==> src/design/mspwm_pkg.sv <==
// ----------------------------------------------------------------------------
// mspwm_pkg
// Shared types and constants of the shadowed multichannel PWM generator.
// ----------------------------------------------------------------------------
package mspwm_pkg;

    localparam int NUM_CHANNELS_DEFAULT = 8;
    localparam int PIN_COUNT            = 8;

    localparam logic [7:0]  DUTY_ALWAYS_ON = 8'd255;
    localparam logic [15:0] PERIOD_RESET   = 16'd390;

    localparam logic KIND_TICK  = 1'b0;
    localparam logic KIND_WRITE = 1'b1;

    typedef struct packed {
        logic       kind;
        logic [2:0] channel;
        logic [7:0] duty;
    } mspwm_item_t;

    typedef struct packed {
        logic [PIN_COUNT-1:0] pin_levels;
        logic                 housekeeping_pulse;
        logic [7:0]           phase;
    } mspwm_result_t;

endpackage

==> src/design/mspwm_in_stage.sv <==
// ----------------------------------------------------------------------------
// mspwm_in_stage
// Input register; holds one item while the result side is stalled.
// ----------------------------------------------------------------------------
module mspwm_in_stage
(
    input  logic                   clk,
    input  logic                   rst_n,
    input  logic                   in_valid,
    output logic                   in_stall,
    input  mspwm_pkg::mspwm_item_t in_item,
    input  logic                   take,
    output logic                   item_valid,
    output mspwm_pkg::mspwm_item_t item
);

    logic                   valid_reg;
    mspwm_pkg::mspwm_item_t item_reg;

    assign in_stall   = valid_reg && !take;
    assign item_valid = valid_reg;
    assign item       = item_reg;

    always_ff @(posedge clk or negedge rst_n)
    begin
        if (!rst_n)
        begin
            valid_reg <= 1'b0;
        end
        else if (!in_stall)
        begin
            valid_reg <= in_valid;
        end
    end

    always_ff @(posedge clk)
    begin
        if (!in_stall && in_valid)
        begin
            item_reg <= in_item;
        end
    end

endmodule

==> src/design/mspwm_core.sv <==
// ----------------------------------------------------------------------------
// mspwm_core
// Duty shadow registers, phase and housekeeping counters, and per-channel
// compare logic that forms the result of one item.
// ----------------------------------------------------------------------------
module mspwm_core
#(
    parameter int NUM_CHANNELS = mspwm_pkg::NUM_CHANNELS_DEFAULT
)
(
    input  logic                     clk,
    input  logic                     rst_n,
    input  logic                     cfg_write_enable,
    input  logic [15:0]              cfg_write_data,
    input  logic                     advance,
    input  mspwm_pkg::mspwm_item_t   item,
    output mspwm_pkg::mspwm_result_t result
);

    localparam int LIVE = (NUM_CHANNELS < mspwm_pkg::PIN_COUNT) ?
                          NUM_CHANNELS : mspwm_pkg::PIN_COUNT;

    logic [7:0]      pending_reg [LIVE];
    logic [7:0]      pending_next [LIVE];
    logic [7:0]      latched_reg [LIVE];
    logic [7:0]      latched_next [LIVE];
    logic [LIVE-1:0] bits_reg;
    logic [LIVE-1:0] bits_next;
    logic [7:0]      phase_count_reg;
    logic [7:0]      phase_count_next;
    logic [15:0]     hk_count_reg;
    logic [15:0]     hk_count_next;
    logic [15:0]     period_reg;
    logic [16:0]     hk_sum;
    logic            pulse;

    assign hk_sum = 17'(hk_count_reg) + 17'd1;

    always_comb
    begin
        pending_next     = pending_reg;
        latched_next     = latched_reg;
        bits_next        = bits_reg;
        phase_count_next = phase_count_reg;
        hk_count_next    = hk_count_reg;
        pulse            = 1'b0;
        if (item.kind == mspwm_pkg::KIND_WRITE)
        begin
            for (int i = 0; i < LIVE; i++)
            begin
                if (item.channel == 3'(i))
                begin
                    pending_next[i] = item.duty;
                end
            end
        end
        else
        begin
            for (int i = 0; i < LIVE; i++)
            begin
                if (phase_count_reg == 8'd0)
                begin
                    latched_next[i] = pending_reg[i];
                    if (pending_reg[i] != 8'd0)
                    begin
                        bits_next[i] = 1'b1;
                    end
                end
                if (latched_next[i] == phase_count_reg &&
                    latched_next[i] != mspwm_pkg::DUTY_ALWAYS_ON)
                begin
                    bits_next[i] = 1'b0;
                end
            end
            if (hk_sum >= 17'(period_reg))
            begin
                hk_count_next = 16'd0;
                pulse         = 1'b1;
            end
            else
            begin
                hk_count_next = hk_sum[15:0];
            end
            phase_count_next = phase_count_reg + 8'd1;
        end
    end

    always_comb
    begin
        result.pin_levels = '0;
        for (int i = 0; i < LIVE; i++)
        begin
            result.pin_levels[i] = bits_next[i];
        end
        result.housekeeping_pulse = pulse;
        result.phase              = phase_count_next;
    end

    always_ff @(posedge clk or negedge rst_n)
    begin
        if (!rst_n)
        begin
            for (int i = 0; i < LIVE; i++)
            begin
                pending_reg[i] <= 8'd0;
                latched_reg[i] <= 8'd0;
            end
            bits_reg        <= '0;
            phase_count_reg <= 8'd0;
            hk_count_reg    <= 16'd0;
        end
        else if (advance)
        begin
            pending_reg     <= pending_next;
            latched_reg     <= latched_next;
            bits_reg        <= bits_next;
            phase_count_reg <= phase_count_next;
            hk_count_reg    <= hk_count_next;
        end
    end

    always_ff @(posedge clk or negedge rst_n)
    begin
        if (!rst_n)
        begin
            period_reg <= mspwm_pkg::PERIOD_RESET;
        end
        else if (cfg_write_enable)
        begin
            period_reg <= cfg_write_data;
        end
    end

    a_idle_holds: assert property (@(posedge clk) disable iff (!rst_n)
        !advance |=> $stable(phase_count_reg) && $stable(hk_count_reg) && $stable(bits_reg))
        else $error("Counters or pins moved without an item.");

    a_tick_advances: assert property (@(posedge clk) disable iff (!rst_n)
        advance && item.kind == mspwm_pkg::KIND_TICK
        |=> phase_count_reg == 8'($past(phase_count_reg) + 8'd1))
        else $error("Phase did not advance by one on a tick.");

    a_write_quiet: assert property (@(posedge clk) disable iff (!rst_n)
        advance && item.kind == mspwm_pkg::KIND_WRITE
        |=> $stable(phase_count_reg) && $stable(hk_count_reg) && $stable(bits_reg))
        else $error("A duty write changed counters or pins.");

endmodule

==> src/design/mspwm_out_stage.sv <==
// ----------------------------------------------------------------------------
// mspwm_out_stage
// Result register that holds a result until the receiver takes it.
// ----------------------------------------------------------------------------
module mspwm_out_stage
(
    input  logic                     clk,
    input  logic                     rst_n,
    input  logic                     item_valid,
    input  mspwm_pkg::mspwm_result_t result,
    output logic                     take,
    output logic                     advance,
    output logic                     out_valid,
    input  logic                     out_stall,
    output mspwm_pkg::mspwm_result_t out_result
);

    logic                     valid_reg;
    mspwm_pkg::mspwm_result_t result_reg;

    assign take       = !valid_reg || !out_stall;
    assign advance    = item_valid && take;
    assign out_valid  = valid_reg;
    assign out_result = result_reg;

    always_ff @(posedge clk or negedge rst_n)
    begin
        if (!rst_n)
        begin
            valid_reg <= 1'b0;
        end
        else if (take)
        begin
            valid_reg <= item_valid;
        end
    end

    always_ff @(posedge clk)
    begin
        if (advance)
        begin
            result_reg <= result;
        end
    end

endmodule

==> src/design/multichannel_shadowed_pwm.sv <==
// ----------------------------------------------------------------------------
// multichannel_shadowed_pwm
// Multichannel 8-bit PWM generator with shadowed duties and a housekeeping
// pulse counter.
//
// Each input item is either a PWM tick (kind 0) or a pending-duty write
// (kind 1, with channel and duty). Every item yields exactly one result item
// carrying the pin levels, the housekeeping pulse and the phase after it.
// An item is accepted on a clock edge where in_valid is high and in_stall is
// low; a result is taken where out_valid is high and out_stall is low.
// The result of an accepted item is formed by the compare logic from the
// input register and is registered in the result register, which drives
// out_valid. Throughput is one item per cycle while out_stall is low, set by
// the input register feeding the compare logic and the result register.
// When the receiver stalls, the result register holds and one more item is
// taken into the input register; in_stall then rises until the result goes.
// The housekeeping period is written through cfg_write_enable and
// cfg_write_data. Reset clears all duties, counters and pins and sets the
// period to 390 ticks; all channels come up empty.
// ----------------------------------------------------------------------------
module multichannel_shadowed_pwm
#(
    parameter int NUM_CHANNELS = mspwm_pkg::NUM_CHANNELS_DEFAULT
)
(
    input  logic        clk,
    input  logic        rst_n,
    input  logic        cfg_write_enable,
    input  logic [15:0] cfg_write_data,
    input  logic        in_valid,
    output logic        in_stall,
    input  logic        kind,
    input  logic [2:0]  channel,
    input  logic [7:0]  duty,
    output logic        out_valid,
    input  logic        out_stall,
    output logic [7:0]  pin_levels,
    output logic        housekeeping_pulse,
    output logic [7:0]  phase
);

    mspwm_pkg::mspwm_item_t   in_item;
    mspwm_pkg::mspwm_item_t   item;
    mspwm_pkg::mspwm_result_t result;
    mspwm_pkg::mspwm_result_t out_result;
    logic                     item_valid;
    logic                     take;
    logic                     advance;

    assign in_item.kind    = kind;
    assign in_item.channel = channel;
    assign in_item.duty    = duty;

    mspwm_in_stage u_in_stage
    (
        .clk        (clk),
        .rst_n      (rst_n),
        .in_valid   (in_valid),
        .in_stall   (in_stall),
        .in_item    (in_item),
        .take       (take),
        .item_valid (item_valid),
        .item       (item)
    );

    mspwm_core #(
        .NUM_CHANNELS (NUM_CHANNELS)
    ) u_core
    (
        .clk              (clk),
        .rst_n            (rst_n),
        .cfg_write_enable (cfg_write_enable),
        .cfg_write_data   (cfg_write_data),
        .advance          (advance),
        .item             (item),
        .result           (result)
    );

    mspwm_out_stage u_out_stage
    (
        .clk        (clk),
        .rst_n      (rst_n),
        .item_valid (item_valid),
        .result     (result),
        .take       (take),
        .advance    (advance),
        .out_valid  (out_valid),
        .out_stall  (out_stall),
        .out_result (out_result)
    );

    assign pin_levels         = out_result.pin_levels;
    assign housekeeping_pulse = out_result.housekeeping_pulse;
    assign phase              = out_result.phase;

    a_stall_cause: assert property (@(posedge clk) disable iff (!rst_n)
        in_stall |-> out_valid && out_stall)
        else $error("Input stalled while the result side was free.");

endmodule

==> config.mk <==
export PLATFORM = sky130hd
export DESIGN_NAME = multichannel_shadowed_pwm
export DESIGN_NICKNAME = d
export VERILOG_FILES = /design/src/design/mspwm_pkg.sv /design/src/design/mspwm_in_stage.sv /design/src/design/mspwm_core.sv /design/src/design/mspwm_out_stage.sv /design/src/design/multichannel_shadowed_pwm.sv
export SDC_FILE = /design/constraint.sdc
export NUM_CORES = 1
export LEC_CHECK = 0
export BUFFER_PORTS_ARGS = -buffer_cell sky130_fd_sc_hd__buf_4
export CAP_MARGIN = 5
export CORE_MARGIN = 1
export CORE_UTILIZATION = 45
export CTS_CLUSTER_DIAMETER = 50
export DETAILED_ROUTE_END_ITERATION = 6
export GPL_TIMING_DRIVEN = 0
export PLACE_DENSITY_LB_ADDON = 0.15
export SYNTH_ARGS = -nofsm -noshare
export SYNTH_HDL_FRONTEND = slang
export SYNTH_SLANG_ARGS = --single-unit
export TNS_END_PERCENT = 30
==> constraint.sdc <==
create_clock -name clk -period 3.77 [get_ports clk]
set_clock_uncertainty 0.2 [all_clocks]
set_input_delay 0.9425 -clock clk [delete_from_list [all_inputs] [get_ports clk]]
set_output_delay 0.9425 -clock clk [all_outputs]
set_load 0.01 [all_outputs]
==> results.toml, run 1 <==
[status]
status = "finished clean"

[clocking]
clkTransAtPathRegs_ns = 0.06
cts-htree-levels = 1
tritoncts = "built"
clk_latency_ns = 0.54
clock_sinks = 207
cts_buffers = 27
clock_path_buffers = 3
cts_root_buffer = "clkbuf_16"

[pwr]
power.density_nw_per_um2 = 635
power.leakage_uw = 0.00524
power.internal_uw = 5110
vdd_drop_max_v = 0.000410
p_comb_share_pct = 26.2
p_clk_share_pct = 33.5
pwr-share-seq_pct = 40.3
total_power_uw = 7840
p_sw_uw = 2740
swShare_pct = 34.9

[sta]
timing.final.ws_setup_ns = 0.110
grt_setup_unrepaired = "no"
final_max_slew_viol_count = 0
relSlewSlack_pct = 37.8
max_freq_ghz = 0.273
hold_viol = 0
setup_violations = 0
finalCriticalPeriod_ns = 3.66
period_share_pct = 97.1
tightest_slew_ns = 0.933

[detailed_routing]
drc_errors = 0
via_per_inst = 5.94
ant_nets = 0
drt_iter0_drc = 846
vias = 8472
firstDrtPassIters = 6
avgRoutedWirePerCell_um = 22.0
drt-total-wl_um = 31400

[cells_and_area]
fin_util_pct = 54.3
drive_gt1_share_pct = 21.5
layout_common_cells = "dfrtp_1, mux2_2, nand2_1"
layout_commonest_cell = "dfrtp_1"
fin_nets = 1145
synthToLayoutAreaGrowth_pct = 17.3
antenna_cells = 0

[setup_path]
crit_arrival_ns = 3.72
path_class = "reg -> reg"
slowest_stage = "nor4b_1"
worst-endpoint-required_ns = 3.83
cp_num_buf_inv = 3
critPathTopFamily = "simple AND/OR/NAND/NOR gates"
rr_worst_depth = 10
worstReg2RegStart = "u_core.phase_count_reg[0]$_DFFE_PN0P_"
startpoint_type = "register"
endpoint_kind = "register"
ff2ff_setup_slack_ns = 0.11
r2r_end = "u_out_stage.out_result[10]$_DFFE_PP_"
path_cells = "buf_2 -> inv_2 -> ha_1 -> nor4b_4 -> nand3_2 -> clkbuf_2 -> a21oi_1 -> a211oi_1 -> nor4b_1 -> nor2_1"
critPathMaxStageDelay_ns = 0.57
crit_fanout = 10

[synth]
synth_cell_types = 67
synth-seq-cells = 207
ys.flop_type = "dfrtp_1"
yosysSeqAreaShare_pct = 50.6
synth-warning-count = 0
synth_top_area_cell = "dfrtp_1"
syn_inst = 1008
synthArstFlopShare_pct = 86.0
avgSynthCellArea_um2 = 10.5
mappedNetlistArea_um2 = 10500
syn_nets = 1060
synth_edf_count = 29
yosys-top-cells-area = "dfrtp_1, mux2_2, edfxtp_1"
synth_top_area_share_pct = 41.3

[grt]
grt_pass1_wl_um = 48700
gr-total-overflow = 0
grt_max_degree = 97
antenna_found_initial = 0
grt_pass1_vias = 8199
track_usage_pct = 26.9

[placement]
io_buffers = 51
routabilityCongestion = 0.930
dp_slack_ns = -0.714
hpwl_um = 20900

[die]
die_y_um = 155
coreArea_um2 = 22800
ios = 52
start_util_pct = 46.3
die_w_um = 155
placementRows = 55
floorplan.die_area_um2 = 24000

[min_path]
hold_path_class = "in -> async"

[run]
maxCapViolations = 0
[logic make-up after synthesis]
group | Yosys count | synth area share, %
flops | 207 | 50.6
fa+ha+maj | 19 | 2.26
xor+xnor | 44 | 3.66
simple gates | 304 | 15.1
buf+inv | 113 | 4.23
compound gates | 214 | 12.9
mux | 107 | 11.4
[Yosys cell counts, drive strengths merged, types with 5 or more instances]
| cell | n |
|---|---|
| clkbuf | 34 |
| buf | 18 |
| or3 | 8 |
| a221oi | 5 |
| o211ai | 8 |
| a222oi | 8 |
| nand3 | 27 |
| nand4 | 28 |
| xor2 | 15 |
| mux2 | 102 |
| a31oi | 9 |
| nand3b | 5 |
| nor2 | 50 |
| nor2b | 10 |
| o22ai | 17 |
| mux2i | 5 |
| ha | 19 |
| dfrtp | 174 |
| nand2 | 92 |
| nand2b | 10 |
| xnor2 | 29 |
| nor3 | 15 |
| o21ai | 76 |
| nor4 | 31 |
| edfxtp | 29 |
| a21oi | 38 |
| a22o | 9 |
| a211oi | 12 |
| inv | 61 |
[routing by layer]
metal	up-vias	routed length (um)	track usage (%)
li1	3882	-	-
met1	4162	14300	39.5
met2	360	13500	39.9
met3	68	2670	5.35
met4	0	930	8.72
met5	-	0	0
[through the flow]
step / instances / cell area (um2) / hold WS [ns] / setup TNS [ns]
3_5_place_dp: 1373 / 11400 / 0.304 / -18.13
2_1_floorplan: 1008 / 10500 / 0.257 / 0
6_report: 1427 / 12400 / 0.179 / 0
4_1_cts: 1424 / 12300 / 0.232 / -0.0198
3_3_place_gp: 1372 / 11300 / 0.286 / -29.91
5_1_grt: 1427 / 12400 / 0.252 / 0
[worst max path at each step]
stage	start	to	slack, ns	cells past startpoint
after detailed placement	u_core.phase_count_reg[1]$_DFFE_PN0P_	u_out_stage.out_result[9]$_DFFE_PP_	-0.71	9
after CTS	u_core.hk_count_reg[2]$_DFFE_PN0P_	u_core.hk_count_reg[0]$_DFFE_PN0P_	-0.01	13
after global routing	u_core.hk_count_reg[2]$_DFFE_PN0P_	u_core.hk_count_reg[5]$_DFFE_PN0P_	0.008	14
after global placement	out_stall	u_out_stage.out_result[15]$_DFFE_PP_	-0.67	6
final	u_core.phase_count_reg[0]$_DFFE_PN0P_	u_out_stage.out_result[10]$_DFFE_PP_	0.11	10
after floorplan	u_core.hk_count_reg[0]$_DFFE_PN0P_	u_core.hk_count_reg[0]$_DFFE_PN0P_	0.46	13
[area by class of cell]
| type | count | area [um2] |
|---|---|---|
| multi-input combinational | 689 | 4820 |
| buffer | 51 | 220 |
| inverter | 61 | 233 |
| clock buffer | 35 | 726 |
| tap | 313 | 392 |
| clock inverter | 15 | 196 |
| timing repair buffer | 56 | 448 |
| fill | 2052 | 10400 |
| sequential | 207 | 5330 |
[power groups by stage]
| stage | Sequential [uW] | Clock (uW) | Combinational, uW |
|---|---|---|---|
| 5_1_grt | 3210 | 2780 | 2230 |
| 6_report | 3160 | 2630 | 2060 |
| 2_1_floorplan | 3020 | 0 | 1360 |
| 4_1_cts | 3140 | 2670 | 2020 |
| 3_5_place_dp | 3180 | 0 | 2000 |
| 3_3_place_gp | 3170 | 0 | 1980 |
[repair_timing]
action                                  CTS  global route
endpoints found under the setup margin   74            29
pin swaps                                 1             2
cloned                                    0             1
hold buffers                              0             0
resized for setup                         4            13
buffers inserted                          2             2
Power figures use the tool's default switching activity.
==> run 2: changes to the inputs <==
--- a/config.mk
+++ b/config.mk
@@ -5,10 +5,10 @@
 export SDC_FILE = /design/constraint.sdc
 export NUM_CORES = 1
 export LEC_CHECK = 0
-export BUFFER_PORTS_ARGS = -buffer_cell sky130_fd_sc_hd__buf_4
+export BUFFER_PORTS_ARGS = -buffer_cell sky130_fd_sc_hd__buf_2
 export CAP_MARGIN = 5
 export CORE_MARGIN = 1
-export CORE_UTILIZATION = 45
+export CORE_UTILIZATION = 49
 export CTS_CLUSTER_DIAMETER = 50
 export DETAILED_ROUTE_END_ITERATION = 6
 export GPL_TIMING_DRIVEN = 0
==> run 2 against run 1 <==
  * The flow now finishes with violations (design-rule violations)
  * Register-to-register slack got worse by 0.03 ns
  * Setup slack got worse by 0.033 ns
  * Highest routed layer unchanged
  * Via count increased by 1.3%
  * Largest cell class unchanged
  * Sequential share of layout area increased by 0.74 points
==> results.toml, run 2 (synthesis gave the netlist of run 1 again) <==
[status]
status = "finished with violations"
violations = "design-rule violations"

[pwr]
p_clk_share_pct = 33.1
p_comb_share_pct = 26.0
power.density_nw_per_um2 = 638
swShare_pct = 35.7
power.leakage_uw = 0.00518
pwr-share-seq_pct = 40.9
vdd_drop_max_v = 0.000407
power.internal_uw = 4980
p_sw_uw = 2770

[detailed_routing]
avgRoutedWirePerCell_um = 22.3
drc_errors = 9
ant_nets = 0
firstDrtPassIters = 7
drt-total-wl_um = 30900
via_per_inst = 6.19
drt_iter0_drc = 853
vias = 8581

[die]
ios = 52
start_util_pct = 50.0
floorplan.die_area_um2 = 22100
die_y_um = 149
placementRows = 53
die_w_um = 149
coreArea_um2 = 21100

[cells_and_area]
fin_nets = 1142
layout_commonest_cell = "dfrtp_1"
antenna_cells = 0
drive_gt1_share_pct = 21.3
fillCellCount = 1883
fin_util_pct = 57.6
synthToLayoutAreaGrowth_pct = 15.3
layout_common_cells = "dfrtp_1, mux2_2, nand2_1"

[grt]
track_usage_pct = 28.9
grt_pass1_wl_um = 48100
antenna_found_initial = 0
grt_max_degree = 102
gr-total-overflow = 0
grt_pass1_vias = 8126

[sta]
finalCriticalPeriod_ns = 3.69
max_freq_ghz = 0.271
relSlewSlack_pct = 17.2
hold_viol = 0
final_max_slew_viol_count = 0
timing.final.ws_setup_ns = 0.0765
setup_violations = 0
tightest_slew_ns = 1.23
period_share_pct = 98.0

[setup_path]
rr_worst_depth = 10
crit_arrival_ns = 3.76
worstReg2RegStart = "u_core.phase_count_reg[0]$_DFFE_PN0P_"
endpoint_kind = "register"
critPathTopFamily = "simple AND/OR/NAND/NOR gates"
r2r_end = "u_out_stage.out_result[9]$_DFFE_PP_"
crit_start = "u_core.phase_count_reg[0]$_DFFE_PN0P_"
path_cells = "buf_2 -> inv_2 -> ha_1 -> nor4b_4 -> nand3_2 -> clkbuf_2 -> nor4_1 -> a21oi_1 -> nor3_1 -> a21oi_1"
slowest_stage = "nor4b_4"
cp.depth = 10
path_class = "reg -> reg"
cp_num_buf_inv = 3
worst-endpoint-required_ns = 3.83
worst_path_most_repeated_cell = "a21oi_1"
crit_fanout = 10
startpoint_type = "register"
ff2ff_setup_slack_ns = 0.08
endpoint = "u_out_stage.out_result[9]$_DFFE_PP_"
critPathMaxStageDelay_ns = 0.45

[clocking]
cts-htree-levels = 1
clk_latency_ns = 0.54
clkTransAtPathRegs_ns = 0.06
clock_sinks = 207
tritoncts = "built"
clock_path_buffers = 3
ctsHoldBuffers = 0
cts_buffers = 27
cts_root_buffer = "clkbuf_16"

[placement]
hpwl_um = 20600
dp_slack_ns = -0.599
io_buffers = 51
routabilityCongestion = 0.957

[min_path]
hold_path_class = "in -> async"

[run]
maxCapViolations = 0
-- run 2: worst min path at each step --
stage                                                 start                                  to  cells after the start
after global routing                                  rst_n  u_core.pending_reg[30]$_DFFE_PN0P_                      1
after detailed placement  u_in_stage.item_valid$_DFFE_PN0N_   u_out_stage.out_valid$_DFFE_PN0N_                      1
final                                                 rst_n  u_core.pending_reg[26]$_DFFE_PN0P_                      1
after CTS                                             rst_n   u_core.period_reg[15]$_DFFE_PN0P_                      1
after global placement    u_in_stage.item_valid$_DFFE_PN0N_   u_out_stage.out_valid$_DFFE_PN0N_                      1
after floorplan           u_in_stage.item_valid$_DFFE_PN0N_   u_out_stage.out_valid$_DFFE_PN0N_                      1
-- run 2: layout make-up --
| type | count | area, um2 | area share [%] |
|---|---|---|---|
| plain buffers | 50 | 216 | 1.78 |
| clock inverters | 23 | 235 | 1.94 |
| multi-input cells | 688 | 4800 | 39.5 |
| clock buffers | 27 | 676 | 5.56 |
| repair buffers | 55 | 315 | 2.59 |
| inverters | 61 | 233 | 1.91 |
| well taps | 275 | 344 | 2.83 |
| flip-flops and latches | 207 | 5330 | 43.9 |
-- run 2: worst register-to-register path: stages (launching register included) --
cell and delay [ns]:
dfrtp_1 0.40, buf_2 0.24, inv_2 0.23, ha_1 0.21, nor4b_4 0.45, nand3_2 0.34
clkbuf_2 0.38, nor4_1 0.35, a21oi_1 0.07, nor3_1 0.42, a21oi_1 0.15
-- run 2: routing by layer --
metal	vias to the layer above	global-route usage (%)	wire length, um
li1	3859	-	-
met5	-	0	0
met3	77	6.32	2760
met2	400	42.2	13300
met1	4245	41.9	13900
met4	0	10.7	1010
-- run 2: metrics by stage --
stage          cell area [um2]  hold WS [ns]  setup TNS (ns)  std cells  total power, uW
6_report                 12200         0.265               0       1386             7750
5_1_grt                  12200         0.328         -0.0235       1386             8110
4_1_cts                  12100         0.294               0       1386             7730
2_1_floorplan            10500         0.257               0       1008             4380
3_3_place_gp             11100         0.281         -273.67       1334             5080
3_5_place_dp             11200         0.301          -15.42       1335             5140
-- run 2: timing repair --
item / 4_1_cts / 5_1_grt
cloned: 0 / 0
endpoints found under the setup margin: 75 / 29
setup buffers: 2 / 1
pin swaps: 0 / 1
gates resized for setup: 5 / 11
-- run 2: power groups by stage --
stage | Clock [uW] | Sequential [uW] | Combinational [uW]
after global routing | 2720 | 3220 | 2170
final | 2570 | 3170 | 2010
after detailed placement | 0 | 3180 | 1960
after floorplan | 0 | 3020 | 1360
after CTS | 2610 | 3150 | 1970
after global placement | 0 | 3170 | 1920
